==> src/hdl/pmne_pkg.sv <==
// Shared types, constants and microcode ROM for the polynomial multiplier.
package pmne_pkg;

    // Fixed field widths of the item ports
    localparam int DEG_W   = 5;
    localparam int COEF_W  = 16;
    localparam int OUT_W   = 37;
    localparam int FUNC_W  = 2;

    // Function codes of an input item
    localparam logic [FUNC_W-1:0] FUNC_LOAD_A = 2'd0;
    localparam logic [FUNC_W-1:0] FUNC_LOAD_B = 2'd1;
    localparam logic [FUNC_W-1:0] FUNC_MUL    = 2'd2;

    // Microcode address
    localparam int UA_W = 4;
    typedef logic [UA_W-1:0] uaddr_t;

    localparam uaddr_t UA_IDLE    = 4'd0;
    localparam uaddr_t UA_SETUP   = 4'd1;
    localparam uaddr_t UA_FETCH   = 4'd2;
    localparam uaddr_t UA_FLUSH1  = 4'd3;
    localparam uaddr_t UA_FLUSH2  = 4'd4;
    localparam uaddr_t UA_DRAIN   = 4'd5;
    localparam uaddr_t UA_EMIT_RD = 4'd6;
    localparam uaddr_t UA_EMIT    = 4'd7;
    localparam uaddr_t UA_CLEAR   = 4'd8;

    // Jump conditions; a true condition loads the target, else fall through
    typedef enum logic [2:0] {
        C_NEVER,
        C_ALWAYS,
        C_NO_START,
        C_FETCH_MORE,
        C_DRAIN_MORE,
        C_NONE_FOUND,
        C_EMIT_MORE
    } cond_t;

    // Datapath strobes of one microcode step
    typedef struct packed {
        logic clr;         // clear lanes, counters and nonzero tracking
        logic fetch;       // read one first-operand term into the lane row
        logic drain;       // shift the lane row out without adding
        logic emit_start;  // read the highest product degree
        logic emit;        // emit stage active
        logic clear_ops;   // zero both operand stores
    } ctrl_t;

    typedef struct packed {
        ctrl_t  ctrl;
        cond_t  cond;
        uaddr_t target;
    } uword_t;

    // Status fed back to the sequencer
    typedef struct packed {
        logic start;       // multiply transfer this cycle
        logic none_found;  // product is all zero
        logic emit_last;   // lowest nonzero coefficient leaves this cycle
    } status_t;

    localparam ctrl_t CTRL_NONE = '{default: 1'b0};

    // Microcode ROM
    function automatic uword_t ucode_word(input uaddr_t ua);
        uword_t w;
        w = '{ctrl: CTRL_NONE, cond: C_ALWAYS, target: UA_IDLE};
        unique case (ua)
            UA_IDLE:
            begin
                w.cond   = C_NO_START;
                w.target = UA_IDLE;
            end
            UA_SETUP:
            begin
                w.ctrl.clr = 1'b1;
                w.cond     = C_NEVER;
            end
            UA_FETCH:
            begin
                w.ctrl.fetch = 1'b1;
                w.cond       = C_FETCH_MORE;
                w.target     = UA_FETCH;
            end
            UA_FLUSH1:
            begin
                w.cond = C_NEVER;
            end
            UA_FLUSH2:
            begin
                w.cond = C_NEVER;
            end
            UA_DRAIN:
            begin
                w.ctrl.drain = 1'b1;
                w.cond       = C_DRAIN_MORE;
                w.target     = UA_DRAIN;
            end
            UA_EMIT_RD:
            begin
                w.ctrl.emit_start = 1'b1;
                w.cond            = C_NONE_FOUND;
                w.target          = UA_CLEAR;
            end
            UA_EMIT:
            begin
                w.ctrl.emit = 1'b1;
                w.cond      = C_EMIT_MORE;
                w.target    = UA_EMIT;
            end
            UA_CLEAR:
            begin
                w.ctrl.clear_ops = 1'b1;
                w.cond           = C_ALWAYS;
                w.target         = UA_IDLE;
            end
            default:
            begin
                w.cond   = C_ALWAYS;
                w.target = UA_IDLE;
            end
        endcase
        return w;
    endfunction

endpackage

==> src/hdl/pmne_emit.sv <==
// Product memory, lowest-nonzero tracking and the result output register.
module pmne_emit #(
    parameter int TERMS = 32,
    parameter int AW    = 37
) (
    input  logic                                clk,
    input  logic                                rst_n,
    input  pmne_pkg::ctrl_t                     ctrl,
    input  logic                                wr_en,
    input  logic signed [AW-1:0]                wr_val,
    input  logic                                out_stall,
    output logic                                out_valid,
    output logic signed [pmne_pkg::OUT_W-1:0]   product_coeff,
    output logic                                is_last,
    output logic                                none_found,
    output logic                                emit_last
);

    localparam int DEPTH = 2 * TERMS - 1;
    localparam int MA    = $clog2(DEPTH);
    localparam int OW    = pmne_pkg::OUT_W;
    localparam logic [MA-1:0] TOP = MA'(DEPTH - 1);

    logic signed [AW-1:0] mem [DEPTH];
    logic signed [AW-1:0] rd_reg;
    logic [MA-1:0]        waddr_reg;
    logic [MA-1:0]        raddr_reg;
    logic [MA-1:0]        lowest_reg;
    logic                 found_reg;
    logic                 valid_reg;
    logic signed [OW-1:0] coeff_reg;
    logic                 last_reg;
    logic                 free;
    logic                 at_lowest;
    logic                 adv;
    logic                 rd_en;
    logic [MA-1:0]        rd_addr;

    assign free      = !valid_reg || !out_stall;
    assign at_lowest = (raddr_reg == lowest_reg);
    assign adv       = ctrl.emit && free;
    assign rd_en     = ctrl.emit_start || (adv && !at_lowest);
    assign rd_addr   = ctrl.emit_start ? TOP : raddr_reg - MA'(1);

    // Product memory: degrees written in ascending order, read top down
    always_ff @(posedge clk)
    begin
        if (wr_en)
        begin
            mem[waddr_reg] <= wr_val;
        end
        if (rd_en)
        begin
            rd_reg <= mem[rd_addr];
        end
    end

    // Write pointer, read pointer and lowest nonzero degree
    always_ff @(posedge clk or negedge rst_n)
    begin
        if (!rst_n)
        begin
            waddr_reg  <= '0;
            raddr_reg  <= '0;
            lowest_reg <= '0;
            found_reg  <= 1'b0;
        end
        else
        begin
            if (ctrl.clr)
            begin
                waddr_reg <= '0;
                found_reg <= 1'b0;
            end
            else if (wr_en)
            begin
                waddr_reg <= waddr_reg + MA'(1);
                if (wr_val != '0 && !found_reg)
                begin
                    found_reg  <= 1'b1;
                    lowest_reg <= waddr_reg;
                end
            end
            if (rd_en)
            begin
                raddr_reg <= rd_addr;
            end
        end
    end

    // Output register; zero coefficients are skipped
    always_ff @(posedge clk or negedge rst_n)
    begin
        if (!rst_n)
        begin
            valid_reg <= 1'b0;
        end
        else if (adv)
        begin
            valid_reg <= (rd_reg != '0);
        end
        else if (!out_stall)
        begin
            valid_reg <= 1'b0;
        end
    end

    always_ff @(posedge clk)
    begin
        if (adv)
        begin
            coeff_reg <= OW'(rd_reg);
            last_reg  <= at_lowest;
        end
    end

    assign out_valid     = valid_reg;
    assign product_coeff = coeff_reg;
    assign is_last       = last_reg;
    assign none_found    = !found_reg;
    assign emit_last     = free && at_lowest;

endmodule

==> config.mk <==
export PLATFORM = sky130hd
export DESIGN_NAME = pmne_emit
export DESIGN_NICKNAME = d
export VERILOG_FILES = /design/src/hdl/pmne_pkg.sv /design/src/hdl/pmne_emit.sv
export SDC_FILE = /design/constraint.sdc
export NUM_CORES = 2
export LEC_CHECK = 0
export BUFFER_PORTS_ARGS = -buffer_cell sky130_fd_sc_hd__buf_2
export CAP_MARGIN = 0
export CORE_MARGIN = 8
export CORE_UTILIZATION = 50
export DETAILED_ROUTE_END_ITERATION = 12
export PLACE_DENSITY = 0.7
export RECOVER_POWER = 25
export SYNTH_ARGS = -nofsm -noshare
export SYNTH_HDL_FRONTEND = slang
export SYNTH_SLANG_ARGS = --single-unit
==> constraint.sdc <==
create_clock -name clk -period 4.3 [get_ports clk]
set_clock_uncertainty 0.2 [all_clocks]
set_input_delay 0.215 -clock clk [delete_from_list [all_inputs] [get_ports clk]]
set_output_delay 0.215 -clock clk [all_outputs]
set_load 0.01 [all_outputs]
==> out/results.tsv <==
stage	metric	value	unit
outcome	status	complete, but fails checks	
outcome	violations	max-capacitance violations, max-slew violations	
setup_path	slowest_stage	o31ai_1	
final_layout	area_growth	13.83	%
synth	netlist_area	94850	um2
power	netSwitchingFraction	25.23	%
setup_path	crit_family	compound AO/OA/AOI/OAI gates	
route	dr.max_layer_used	met5	
placement	port_buffers	84	
timing	max_slew.worst_pin.slew	3.144	ns
power	netSwitchingPower	13.31	mW
placement	post_dp_cell_area	100100	um2
synth	synth-edff-count	2406	
route	drc	0	
final_layout	fillCellCount	14180	
route	drtIter0Drc	9669	
timing	finalMaxSlewViolations	1593	
setup_path	cp_max_fo	35	
route	dr_wl_met3	42.72	mm
clocking	numCtsBuffers	233	
clocking	clkSinkCount	2426	
setup_path	r2r-start	raddr_reg[0]$_DFFE_PN0P_	
setup_path	cp-end-kind	register	
timing	period_share	96.39	%
synth	ys_warn_count	0	
route	wl_met1	102.2	mm
final_layout	final_area	108000	um2
timing	slew_headroom	-109.6	%
final_layout	drive_gt1_share	16.26	%
floorplanning	fp.dieH	451.5	um
setup_path	r2r_setup_slack	0.16	ns
grt	grt_usage	28.36	%
clocking	path_clk_slew	0.06	ns
route	avgRoutedWirePerCell	34.23	um
power	pwr-share-comb	11.5	%
timing	fmax	0.2413	GHz
final_layout	nNetsFinal	6028	
placement	place_hpwl	167.5	mm
power	p_int	39.45	mW
grt	grt_pass1_vias	56660	
clocking	postCtsHoldBufs	50	
setup_path	startpoint	raddr_reg[0]$_DFFE_PN0P_	
setup_path	cp-endpoint	rd_reg[19]$_DFFE_PP_	
setup_path	critical_path_buf_inv_count	3	
placement	gp_congestion	0.8986	
synth	ys_seq_area_share	76.70	%
clocking	cts_max_level	4	
setup_path	ff2ff_path_depth	10	
route	drtAntennaViolNets	0	
clocking	worstSkewPairLatency	0.89	ns
setup_path	cp.arrival	4.68	ns
floorplanning	dieArea	203900	um2
floorplanning	start_util	50.08	%
synth	synth-async-reset-ratio	0.8244	%
final_layout	fin_util	57.01	%
power	power.density	488.7	nW/um2
flow_run	maxCapViolCount	26	
clocking	postCtsSetupBuffers	0	
grt	grt_max_degree	117	
hold_path	hold_class	input port to register	
power	p_leak	34.20	nW
floorplanning	core_area	189400	um2
floorplanning	rows	160	
synth	synth-main-ff-cell	edfxtp_1	
grt	antenna_found_initial	11	
synth	yosysUniqueCellTypes	97	
clocking	cts_buffer_depth	3	
setup_path	cp_slowest_stage_delay	1.19	ns
clocking	root_buffer	clkbuf_16	
route	routed_wl	297.7	mm
setup_path	cp_cell_sequence	inv_6 -> ha_4 -> xor2_4 -> buf_12 -> buf_4 -> nand2_1 -> a21oi_1 -> nor3_1 -> o31ai_1 -> a311o_1	
route	drt_first_pass_iters	8	
grt	grt_overflow	0	
synth	synth_nets	5748	
floorplanning	dieWidth	451.5	um
timing	hold_violations	0	
synth	synth-seq-cells	2426	
timing	period_minus_slack	4.145	ns
floorplanning	ioPinCount	88	
setup_path	critPathRequiredTime	4.83	ns
route	vias	59000	
timing	setup_viol	0	
timing	rsz0062_at_grt	false	
clocking	tritoncts	built	
final_layout	largest_reg_flops	2331	
timing	finalSetupTns	0	ns
setup_path	crit_type	register to register	
power	clkPwrFrac	38.0	%
power	ir_drop	457.1	uV
power	seq_power_share	50.4	%
setup_path	reg2reg_to	rd_reg[19]$_DFFE_PP_	
clocking	ctsResizeCount	0	
grt	grt_pass1_wl	416.1	mm
synth	synth_cells	5699	
route	met2_length	131.9	mm
synth	syn-mean-instance-area	16.64	um2
route	vias_per_cell	6.783	
setup_path	worst-path-stages	10	
setup_path	worst_setup_path_start_kind	register	
==> final cells by class <==
class,instances,area [um2],share of cell area (%)
Clock inverter,135,1315,1.218
Sequential cell,2426,72750,67.39
Inverter,9,43.79,0.04056
Antenna cell,5,12.51,0.01159
Multi-Input combinational cell,2850,20520,19.00
Clock buffer,303,6136,5.683
Timing Repair Buffer,459,4044,3.746
Tap cell,2511,3142,2.910
==> logic make-up (layout without fill, tap and decap cells) <==
kind of cell               Yosys count  count (layout)  share of synthesized area [%]
and+or+nand+nor                   1172            1172                          5.525
DFF                               2426            2426                          76.70
other                                0               5                              0
xor gates and xnor gates            13              13                         0.1596
muxes                              368             368                          6.043
adders and majority gates            2               2                        0.02638
AOI/OAI and AO/OA                 1295            1295                          9.288
buffers and inverters              423             906                          2.256
==> placed cells by master, fill, tap and decap left out, drive strengths merged, types with 18 or more instances in the layout <==
cell type / Yosys / routed
a211oi: 89 / 89
a21oi: 242 / 242
a221oi: 92 / 92
a311oi: 22 / 22
a31oi: 79 / 79
and3: 31 / 31
buf: 293 / 352
bufinv: 0 / 19
clkbuf: 121 / 361
clkinv: 1 / 102
dfrtp: 20 / 20
dlygate4sd3: 0 / 49
edfxtp: 2406 / 2406
inv: 8 / 18
mux2: 67 / 67
mux2i: 144 / 144
mux4: 157 / 157
nand2: 563 / 563
nand3: 97 / 97
nand4: 31 / 31
nor2: 216 / 216
nor3: 114 / 114
nor4: 40 / 40
o211ai: 50 / 50
o21ai: 246 / 246
o221ai: 122 / 122
o22ai: 159 / 159
o311a: 22 / 22
o31ai: 29 / 29
or3: 29 / 29
==> power groups by stage <==
stage          Sequential (mW)  Combinational, mW  Clock, mW
3_3_place_gp              27.0               5.80          0
4_1_cts                   26.5               5.98       20.1
5_1_grt                   26.6               6.31       21.0
3_5_place_dp              27.0               5.90          0
2_1_floorplan             26.8               3.41          0
6_report                  26.6               6.09       20.1
==> through the flow <==
stage	total power [mW]	std cells	setup WS [ns]	hold slack [ns]
after floorplan	30.23	5699	0.001353	-0.2806
after global placement	32.84	8205	0.4349	0.03938
after detailed placement	32.94	8205	0.3793	0.04636
after CTS	52.65	8693	0.3713	0.002279
after global routing	53.93	8693	0.09208	0.1522
final	52.76	8698	0.1553	0.1801
==> worst min path at each step <==
stage,from,end,cells past startpoint,slack (ns)
finish,wr_val[25],mem[51][25]$_DFFE_PP_,2,0.18
global route,wr_val[25],mem[51][25]$_DFFE_PP_,2,0.15
CTS,wr_val[21],mem[11][21]$_DFFE_PP_,2,0.002
detailed placement,rst_n,found_reg$_DFFE_PN0P_,1,0.05
global placement,rst_n,found_reg$_DFFE_PN0P_,1,0.04
floorplan,rst_n,found_reg$_DFFE_PN0P_,0,-0.28
==> synthesized netlist by cell type (15+ instances only) <==
library cell | instances | area, um2
and3_1 | 30 | 187.7
buf_1 | 25 | 93.84
nand2_1 | 560 | 2102
or3_1 | 29 | 181.4
mux4_2 | 157 | 3536
nand3_1 | 95 | 475.5
o22ai_1 | 159 | 994.7
a21oi_1 | 241 | 1206
o311a_1 | 22 | 220.2
edfxtp_1 | 2406 | 72250
buf_2 | 198 | 991.0
nand4_1 | 31 | 193.9
a211oi_1 | 88 | 660.6
a311oi_1 | 21 | 183.9
a22o_1 | 16 | 140.1
a31oi_1 | 79 | 494.2
mux2_2 | 67 | 754.5
a221oi_1 | 92 | 805.8
dfrtp_1 | 20 | 500.5
nor2_1 | 212 | 795.8
nor4_1 | 39 | 244.0
o31ai_1 | 28 | 210.2
clkbuf_1 | 121 | 454.2
o221ai_1 | 122 | 1069
nor3_1 | 113 | 565.5
mux2i_1 | 144 | 1441
or4_1 | 15 | 112.6
o21ai_0 | 237 | 1186
o211ai_1 | 49 | 367.9
buf_4 | 59 | 442.9
==> metal layers <==
| layer | GRT usage, % | vias to the layer above |
|---|---|---|
| met5 | 0 | - |
| li1 | - | 23640 |
| met4 | 16.50 | 6 |
| met3 | 7.769 | 864 |
| met2 | 42.61 | 4839 |
| met1 | 37.42 | 29650 |
(Power assumes the default switching activity.)
