--- src/hdl/pmne_pkg.sv ---
// Shared types, constants and microcode ROM for the polynomial multiplier.
package pmne_pkg;

    // Fixed field widths of the item ports
    localparam int DEG_W   = 5;
    localparam int COEF_W  = 16;
    localparam int OUT_W   = 37;
    localparam int FUNC_W  = 2;

    // Function codes of an input item
    localparam logic [FUNC_W-1:0] FUNC_LOAD_A = 2'd0;
    localparam logic [FUNC_W-1:0] FUNC_LOAD_B = 2'd1;
    localparam logic [FUNC_W-1:0] FUNC_MUL    = 2'd2;

    // Microcode address
    localparam int UA_W = 4;
    typedef logic [UA_W-1:0] uaddr_t;

    localparam uaddr_t UA_IDLE    = 4'd0;
    localparam uaddr_t UA_SETUP   = 4'd1;
    localparam uaddr_t UA_FETCH   = 4'd2;
    localparam uaddr_t UA_FLUSH1  = 4'd3;
    localparam uaddr_t UA_FLUSH2  = 4'd4;
    localparam uaddr_t UA_DRAIN   = 4'd5;
    localparam uaddr_t UA_EMIT_RD = 4'd6;
    localparam uaddr_t UA_EMIT    = 4'd7;
    localparam uaddr_t UA_CLEAR   = 4'd8;

    // Jump conditions; a true condition loads the target, else fall through
    typedef enum logic [2:0] {
        C_NEVER,
        C_ALWAYS,
        C_NO_START,
        C_FETCH_MORE,
        C_DRAIN_MORE,
        C_NONE_FOUND,
        C_EMIT_MORE
    } cond_t;

    // Datapath strobes of one microcode step
    typedef struct packed {
        logic clr;         // clear lanes, counters and nonzero tracking
        logic fetch;       // read one first-operand term into the lane row
        logic drain;       // shift the lane row out without adding
        logic emit_start;  // read the highest product degree
        logic emit;        // emit stage active
        logic clear_ops;   // zero both operand stores
    } ctrl_t;

    typedef struct packed {
        ctrl_t  ctrl;
        cond_t  cond;
        uaddr_t target;
    } uword_t;

    // Status fed back to the sequencer
    typedef struct packed {
        logic start;       // multiply transfer this cycle
        logic none_found;  // product is all zero
        logic emit_last;   // lowest nonzero coefficient leaves this cycle
    } status_t;

    localparam ctrl_t CTRL_NONE = '{default: 1'b0};

    // Microcode ROM
    function automatic uword_t ucode_word(input uaddr_t ua);
        uword_t w;
        w = '{ctrl: CTRL_NONE, cond: C_ALWAYS, target: UA_IDLE};
        unique case (ua)
            UA_IDLE:
            begin
                w.cond   = C_NO_START;
                w.target = UA_IDLE;
            end
            UA_SETUP:
            begin
                w.ctrl.clr = 1'b1;
                w.cond     = C_NEVER;
            end
            UA_FETCH:
            begin
                w.ctrl.fetch = 1'b1;
                w.cond       = C_FETCH_MORE;
                w.target     = UA_FETCH;
            end
            UA_FLUSH1:
            begin
                w.cond = C_NEVER;
            end
            UA_FLUSH2:
            begin
                w.cond = C_NEVER;
            end
            UA_DRAIN:
            begin
                w.ctrl.drain = 1'b1;
                w.cond       = C_DRAIN_MORE;
                w.target     = UA_DRAIN;
            end
            UA_EMIT_RD:
            begin
                w.ctrl.emit_start = 1'b1;
                w.cond            = C_NONE_FOUND;
                w.target          = UA_CLEAR;
            end
            UA_EMIT:
            begin
                w.ctrl.emit = 1'b1;
                w.cond      = C_EMIT_MORE;
                w.target    = UA_EMIT;
            end
            UA_CLEAR:
            begin
                w.ctrl.clear_ops = 1'b1;
                w.cond           = C_ALWAYS;
                w.target         = UA_IDLE;
            end
            default:
            begin
                w.cond   = C_ALWAYS;
                w.target = UA_IDLE;
            end
        endcase
        return w;
    endfunction

endpackage

--- src/hdl/pmne_useq.sv ---
// Microcode sequencer: program counter, loop counter and jump logic.
module pmne_useq #(
    parameter int TERMS = 32,
    parameter int CW    = 5
) (
    input  logic               clk,
    input  logic               rst_n,
    input  pmne_pkg::status_t  st,
    output pmne_pkg::ctrl_t    ctrl,
    output logic [CW-1:0]      cnt,
    output logic               idle
);

    pmne_pkg::uaddr_t upc_reg;
    pmne_pkg::uaddr_t upc_next;
    logic [CW-1:0]    cnt_reg;
    logic [CW-1:0]    cnt_next;
    pmne_pkg::uword_t word;
    logic             hit;

    // Decode the current step and pick the next one
    always_comb
    begin
        word = pmne_pkg::ucode_word(upc_reg);
        unique case (word.cond)
            pmne_pkg::C_NEVER:      hit = 1'b0;
            pmne_pkg::C_ALWAYS:     hit = 1'b1;
            pmne_pkg::C_NO_START:   hit = !st.start;
            pmne_pkg::C_FETCH_MORE: hit = (cnt_reg != CW'(TERMS - 1));
            pmne_pkg::C_DRAIN_MORE: hit = (cnt_reg != CW'(TERMS - 2));
            pmne_pkg::C_NONE_FOUND: hit = st.none_found;
            pmne_pkg::C_EMIT_MORE:  hit = !st.emit_last;
            default:                hit = 1'b0;
        endcase
        upc_next = hit ? word.target : upc_reg + pmne_pkg::uaddr_t'(1);

        // Loop counter steps while a loop repeats, restarts when it exits
        cnt_next = cnt_reg;
        if (word.ctrl.clr)
        begin
            cnt_next = '0;
        end
        else if (word.ctrl.fetch || word.ctrl.drain)
        begin
            cnt_next = hit ? cnt_reg + CW'(1) : '0;
        end
    end

    always_ff @(posedge clk or negedge rst_n)
    begin
        if (!rst_n)
        begin
            upc_reg <= pmne_pkg::UA_IDLE;
            cnt_reg <= '0;
        end
        else
        begin
            upc_reg <= upc_next;
            cnt_reg <= cnt_next;
        end
    end

    assign ctrl = word.ctrl;
    assign cnt  = cnt_reg;
    assign idle = (upc_reg == pmne_pkg::UA_IDLE);

endmodule

--- config.mk ---
export PLATFORM = sky130hd
export DESIGN_NAME = pmne_useq
export DESIGN_NICKNAME = d
export VERILOG_FILES = /design/src/hdl/pmne_pkg.sv /design/src/hdl/pmne_useq.sv
export SDC_FILE = /design/constraint.sdc
export NUM_CORES = 1
export LEC_CHECK = 0
export ABC_AREA = 1
export BUFFER_PORTS_ARGS = -buffer_cell sky130_fd_sc_hd__buf_2
export CORE_MARGIN = 10
export CORE_UTILIZATION = 50
export CTS_CLUSTER_SIZE = 30
export DETAILED_ROUTE_END_ITERATION = 7
export PLACE_DENSITY = 0.76
export SYNTH_ARGS = -nofsm -noshare
export SYNTH_HDL_FRONTEND = slang
export SYNTH_SLANG_ARGS = --single-unit
--- constraint.sdc ---
create_clock -name clk -period 1.8 [get_ports clk]
set_clock_uncertainty 0.1 [all_clocks]
set_input_delay 0.36 -clock clk [delete_from_list [all_inputs] [get_ports clk]]
set_output_delay 0.36 -clock clk [all_outputs]
set_load 0.005 [all_outputs]
==> results of run 1 <==
==> power by group through the flow <==
stage               registers (mW)  clock network (mW)  logic, mW
finish                       0.380               0.154       1.15
global route                 0.390               0.170       1.29
CTS                          0.354               0.159       1.00
detailed placement           0.356                   0      0.990
global placement             0.351                   0      0.977
floorplan                    0.332                   0      0.790
==> metal layers <==
| metal | track usage | up-vias | routed length, um | share of wire |
|---|---|---|---|---|
| met5 | 0 | - | 0 | 0 |
| met4 | 0.0470 | 0 | 31 | 0.015 |
| met3 | 0.0334 | 4 | 167 | 0.082 |
| met2 | 0.156 | 23 | 966 | 0.47 |
| met1 | 0.133 | 378 | 877 | 0.43 |
| li1 | - | 407 | - | - |
==> worst max path at each step <==
stage                         start              endpoint  cells after the start
3_3_place_gp   upc_reg[1]$_DFF_PN0_  upc_reg[0]$_DFF_PN0_                     10
6_report       upc_reg[1]$_DFF_PN0_               ctrl[2]                      5
4_1_cts        upc_reg[0]$_DFF_PN0_  upc_reg[2]$_DFF_PN0_                      9
2_1_floorplan  upc_reg[0]$_DFF_PN0_  upc_reg[1]$_DFF_PN0_                      7
3_5_place_dp   upc_reg[0]$_DFF_PN0_  upc_reg[2]$_DFF_PN0_                      9
5_1_grt        upc_reg[1]$_DFF_PN0_  upc_reg[0]$_DFF_PN0_                     12
==> final cells by class <==
type / instances / area share
multi-input combinational: 87 / 0.551
sequential: 9 / 0.214
timing repair buffer: 21 / 0.116
inverter: 20 / 0.0752
clock buffer: 4 / 0.0247
tap: 16 / 0.0188
==> per-stage QoR <==
| step | hold slack (ns) | utilization | setup slack, ns | total power [mW] | setup TNS (ns) |
|---|---|---|---|---|---|
| after floorplan | -0.0356 | - | 0.180 | 1.12 | 0 |
| after global placement | 0.119 | 0.599 | 0.0412 | 1.33 | 0 |
| after detailed placement | 0.123 | 0.599 | 0.0173 | 1.35 | 0 |
| after CTS | 0.302 | 0.626 | -0.00666 | 1.52 | -0.00666 |
| after global routing | 0.335 | 0.699 | -0.0182 | 1.85 | -0.107 |
| final | 0.321 | 0.699 | 0.0407 | 1.68 | 0 |
==> worst register-to-register path, stage by stage (launching register included) <==
cell and delay (ns):
dfrtp_2 0.44, buf_4 0.16, ha_4 0.17, nand3_4 0.11, nand2_2 0.08, inv_2 0.06
nand2_2 0.05, nand3_2 0.07, nand2_2 0.07, nand2_4 0.12, nand2_4 0.07, nand2_1 0.06
nand2_1 0.05
==> kinds of logic after synthesis <==
family          synth area share
fa+ha+maj                 0.0760
buf+inv                    0.114
xor+xnor                  0.0532
compound gates            0.0365
simple gates               0.447
flops                      0.274
==> placed cells by master, fill, tap and decap left out <==
master and instances:
nand2_2 7, nand3_2 4, nor2_1 10, xnor2_1 1, clkbuf_4 3, xor2_1 4
dfrtp_2 2, ha_1 1, o211ai_1 1, buf_4 3, buf_2 16, o21ai_0 1
inv_4 2, o21ai_2 1, nand3_4 1, nand2_4 2, nand4_1 1, inv_1 12
buf_6 1, inv_2 6, dlygate4sd3_1 1, ha_4 4, o21ai_4 1, nor3_2 2
or2_2 1, nand2_1 32, dfrtp_1 7, clkbuf_1 1, nor2_4 2, nand3_1 10
nor2_2 1
==> repair_timing <==
action / CTS / global route
buffers inserted: 0 / 3
pin swaps: 0 / 8
setup endpoints to repair: 3 / 15
hold buffers: 1 / 0
endpoints found under the hold margin: 9 / 0
gates resized for setup: 3 / 20
==> impl_metrics.csv, run 1 <==
group,metric,value,unit
status,status,"finished clean",
flow_run,maxCapViolations,0,
clocking,cts.path.max_buffers,2,
setup_path,r2r-start,"upc_reg[1]$_DFF_PN0_",
placement,dpl_cell_area,912,um^2
setup_path,start_kind,"flip-flop",
clocking,insertion_delay,0.26,ns
timing,slew_violations,0,
finish,area_growth,29.3,%
clocking,cts-buffers-inserted,3,
floorplan,die_area,0.00367,mm^2
placement,post-dp-hpwl,1530,um
floorplan,initial_core_util,0.540,
setup_path,crit_path_max_incr_delay,0.44,ns
power_and_ir_drop,p_switching,0.873,mW
setup_path,cp.buffers_inverters,3,
global_route,grt_overflow,0,
synthesis,synth-edff-count,0,
finish,diodes,0,
timing,hold_viol,0,
drt,viasPerCell,5.17,
power_and_ir_drop,irDropWorstVdd,0.999,mV
global_route,grt_pass1_wl,2960,um
setup_path,crit_slowest_cell,"dfrtp_2",
timing,tightest_slew,0.271,ns
synthesis,async_flop_share,1.00,
setup_path,cp-end-kind,"output pin",
timing,min_period,1.76,ns
power_and_ir_drop,clkPwrFrac,0.091,
floorplan,core_area,0.00152,mm^2
finish,final_cells,157,
timing,setup_violations,0,
drt,wl_per_cell,13.0,um
clocking,cts_tree,"yes",
setup_path,worst-endpoint-required,1.34,ns
synthesis,yosys_warnings,0,
clocking,cts_sinks,9,
finish,largest_reg_flops,5,
global_route,antenna_found_initial,0,
setup_path,r2r-end,"upc_reg[2]$_DFF_PN0_",
finish,stdcell_area,0.00106,mm^2
setup_path,crit_family,"flip-flops",
power_and_ir_drop,p_leak,0.598,nW
global_route,grt_use_total,0.104,
placement,globalplace.congestion,0.891,
timing,max_freq,568,MHz
global_route,grt_pass1_vias,660,
power_and_ir_drop,p_int,0.812,mW
synthesis,yosysMostFrequentCell,"nand2_1",
setup_path,rrSetupSlack,0.07,ns
min_path,hold_start,"st[1]",
clocking,cts_max_level,1,
setup_path,crit_chain,"buf_4 > ha_4 > nand3_4 > inv_4 > buf_2",
finish,seqCellArea,228,um^2
synthesis,synth_top_cell_area_share,0.274,
power_and_ir_drop,power_density,1580,mW/mm^2
drt,postRouteAntennaNets,0,
synthesis,syn_area,823,um^2
finish,multi_input_area,587,um^2
synthesis,ys_types,23,
clocking,root_buffer,"clkbuf_4",
synthesis,ys_seq_elements,9,
power_and_ir_drop,switching_share,0.518,
floorplan,io_pins,17,
min_path,hp-class,"in -> reg",
timing,min_period_over_period,0.977,
synthesis,postSynthAreaPerCell,6.98,um^2
synthesis,yosys-top-cells-area,"dfrtp_1 (27%), nand2_1 (16%), ha_1 (7.6%)",
drt,vias,812,
synthesis,yosys-top-cells-count,"nand2_1 (34), inv_1 (15), nand3_1 (11)",
finish,drive_above_1_share,0.418,
setup_path,path_max_fanout,5,
drt,dr.pass1.iters,4,
synthesis,yosys_most_used_dff,"dfrtp_1",
setup_path,worst-setup-path-type,"reg -> out",
min_path,min_to,"upc_reg[3]$_DFF_PN0_",
timing,grt_setup_unrepaired,"true",
power_and_ir_drop,power_frac_seq,0.226,
placement,portBuffers,16,
setup_path,worstRegToRegCells,12,
setup_path,cp_data_arrival_time,1.30,ns
floorplan,die_w,60.6,um
floorplan,row_count,14,
global_route,grt_max_degree,10,
finish,final_nets,152,
synthesis,yosys.area.top_type,"dfrtp_1",
drt,routed_wl,2040,um
clocking,clk_pin_slew,0.06,ns
drt,drtIter0Drc,19,
floorplan,die_height,60.6,um
drt,drcViolationCount,0,
synthesis,seq_area_frac_synth,0.274,
synthesis,syn_nets,128,
timing,slew_headroom,0.819,
min_path,whs_path_depth,3,
synthesis,netlist_instances,118,
placement,placedCellCount,149,
power_and_ir_drop,p_comb_frac,0.683,
finish,fill_cells,124,
Power figures use the tool's default switching activity.
==> run 2, diff against run 1 <==
--- a/config.mk
+++ b/config.mk
@@ -9,6 +9,7 @@
 export BUFFER_PORTS_ARGS = -buffer_cell sky130_fd_sc_hd__buf_2
 export CORE_MARGIN = 10
 export CORE_UTILIZATION = 50
+export CTS_CLUSTER_DIAMETER = 150
 export CTS_CLUSTER_SIZE = 30
 export DETAILED_ROUTE_END_ITERATION = 7
 export PLACE_DENSITY = 0.76
==> constraint.sdc (replaced) <==
create_clock -name clk -period 1.8 [get_ports clk]
set_clock_uncertainty 0.1 [all_clocks]
set_input_delay 0.09 -clock clk [delete_from_list [all_inputs] [get_ports clk]]
set_output_delay 0.09 -clock clk [all_outputs]
set_load 0.005 [all_outputs]
==> run 2 against run 1 <==
Hold slack lost 0.28 ns. Flip-flop and latch count unchanged. First-iteration DRC count fell by 16%. Highest routed layer unchanged. Clock power hardly changed. Sequential power is essentially flat. Count of clock-buffer cells in the layout unchanged. Final area is 4.1% lower.
==> impl_metrics.csv, run 2 (synthesis gave the netlist of run 1 again) <==
group,metric,value,unit
global_route,grt_overflow,0,
drt,postRouteAntennaNets,0,
timing,hold_viol,0,
timing,tightest_slew,0.258,ns
floorplan,io_pins,17,
setup_path,crit_chain,"inv_2 > ha_4 > o21ai_4 > buf_4 > nor2_1 > nor2_1 > nand2_1 > nand2_2 > nand2_4 > nand3_2 > nand2_1",
status,status,"finished clean",
global_route,grt_max_degree,10,
finish,area_growth,24.0,%
clocking,clk_pin_slew,0.06,ns
timing,max_freq,585,MHz
setup_path,crit_slowest_cell,"dfrtp_2",
setup_path,r2r-start,"upc_reg[1]$_DFF_PN0_",
clocking,cts.path.max_buffers,2,
finish,drive_above_1_share,0.376,
power_and_ir_drop,irDropWorstVdd,0.927,mV
floorplan,die_area,0.00367,mm^2
clocking,root_buffer,"clkbuf_4",
setup_path,path_max_fanout,8,
min_path,hp-class,"in -> reg",
clocking,insertion_delay,0.26,ns
clocking,cts_sinks,9,
placement,portBuffers,16,
power_and_ir_drop,power_density,1610,mW/mm^2
setup_path,rrSetupSlack,0.09,ns
min_path,whs_path_depth,3,
power_and_ir_drop,p_int,0.792,mW
placement,globalplace.congestion,0.891,
flow_run,maxCapViolations,0,
timing,min_period,1.71,ns
power_and_ir_drop,power_frac_seq,0.231,
timing,slew_headroom,0.828,
global_route,grt_use_total,0.105,
placement,dpl_cell_area,912,um^2
setup_path,start_kind,"flip-flop",
clocking,cts_tree,"yes",
floorplan,die_w,60.6,um
clocking,cts-buffers-inserted,3,
power_and_ir_drop,p_leak,0.589,nW
min_path,min_to,"upc_reg[3]$_DFF_PN0_",
finish,mostFrequentLayoutCells,"nand2_1 (34), buf_2 (16), inv_1 (13)",
global_route,grt_pass1_vias,659,
finish,stdcell_area,0.00102,mm^2
finish,final_nets,152,
timing,min_period_over_period,0.950,
drt,viasPerCell,5.01,
drt,routed_wl,1990,um
setup_path,worstRegToRegCells,11,
timing,setup_violations,0,
clocking,cts_max_level,1,
placement,post-dp-hpwl,1530,um
setup_path,cp_data_arrival_time,1.75,ns
finish,diodes,0,
drt,dr.pass1.iters,4,
drt,drtIter0Drc,16,
power_and_ir_drop,switching_share,0.517,
timing,setup_tns,0,ns
setup_path,r2r-end,"upc_reg[2]$_DFF_PN0_",
floorplan,core_area,0.00152,mm^2
power_and_ir_drop,p_comb_frac,0.676,
setup_path,worst-setup-path-type,"reg -> reg",
setup_path,crit_path_max_incr_delay,0.42,ns
setup_path,worst-endpoint-required,1.84,ns
drt,wl_per_cell,12.7,um
finish,largest_reg_flops,5,
drt,drcViolationCount,0,
global_route,antenna_found_initial,0,
drt,vias,786,
power_and_ir_drop,finalPower,1.64,mW
global_route,grt_pass1_wl,2970,um
timing,slew_violations,0,
power_and_ir_drop,clkPwrFrac,0.094,
min_path,hold_start,"st[1]",
finish,final_common_cell,"nand2_1",
floorplan,die_height,60.6,um
floorplan,row_count,14,
power_and_ir_drop,p_switching,0.847,mW
setup_path,cp-end-kind,"flip-flop",
floorplan,initial_core_util,0.540,
[run 2: power groups by stage]
stage	sequential (mW)	clock, mW	combinational (mW)
floorplan	0.332	0	0.790
global placement	0.351	0	0.977
detailed placement	0.356	0	0.990
CTS	0.352	0.159	0.996
global route	0.389	0.170	1.24
finish	0.378	0.154	1.11
[run 2: stage by stage]
stage	setup slack (ns)	std cells	hold slack, ns	util
after floorplan	0.180	118	-0.306	-
after global placement	0.0412	149	-0.151	0.599
after detailed placement	0.0173	149	-0.147	0.599
after CTS	0.00564	154	0.0324	0.622
after global routing	-0.0204	157	0.0651	0.670
final	0.0892	157	0.0391	0.670
[run 2: layout make-up]
class | instances | area (um^2)
clock buffer | 4 | 26.3
fill | 133 | 503
inverter | 20 | 75.1
multi-input combinational | 87 | 552
sequential | 9 | 228
tap | 16 | 20.0
timing repair buffer | 21 | 120
[run 2: how the worst max path moves through the flow]
stage	slack, ns	startpoint	depth (start not counted)	to
final	0.09	upc_reg[1]$_DFF_PN0_	11	upc_reg[2]$_DFF_PN0_
after global routing	-0.02	upc_reg[2]$_DFF_PN0_	12	upc_reg[3]$_DFF_PN0_
after CTS	0.006	upc_reg[0]$_DFF_PN0_	9	upc_reg[2]$_DFF_PN0_
after detailed placement	0.02	upc_reg[0]$_DFF_PN0_	9	upc_reg[2]$_DFF_PN0_
after global placement	0.04	upc_reg[1]$_DFF_PN0_	10	upc_reg[0]$_DFF_PN0_
after floorplan	0.18	upc_reg[0]$_DFF_PN0_	7	upc_reg[1]$_DFF_PN0_
[run 2: per-layer routing]
metal | routed length [um] | GRT usage | share of wire
met3 | 140 | 0.0334 | 0.070
met4 | 48 | 0.0470 | 0.024
met5 | 0 | 0 | 0
met2 | 890 | 0.156 | 0.45
met1 | 913 | 0.135 | 0.46
[run 2: repair_timing]
item                                   in CTS  in global routing
hold buffers                                1                  0
endpoints found under the hold margin       9                  0
setup endpoints to repair                   0                  9
buffers inserted                            0                  3
gates resized for setup                     0                 12
[run 2: critical path, delay by kind of cell, from the launching register on]
kind / cells / cell delay, ns
fa+ha+maj: 1 / 0.18
simple gates: 7 / 0.51
buf+inv: 2 / 0.20
compound gates: 1 / 0.19
flops: 1 / 0.42
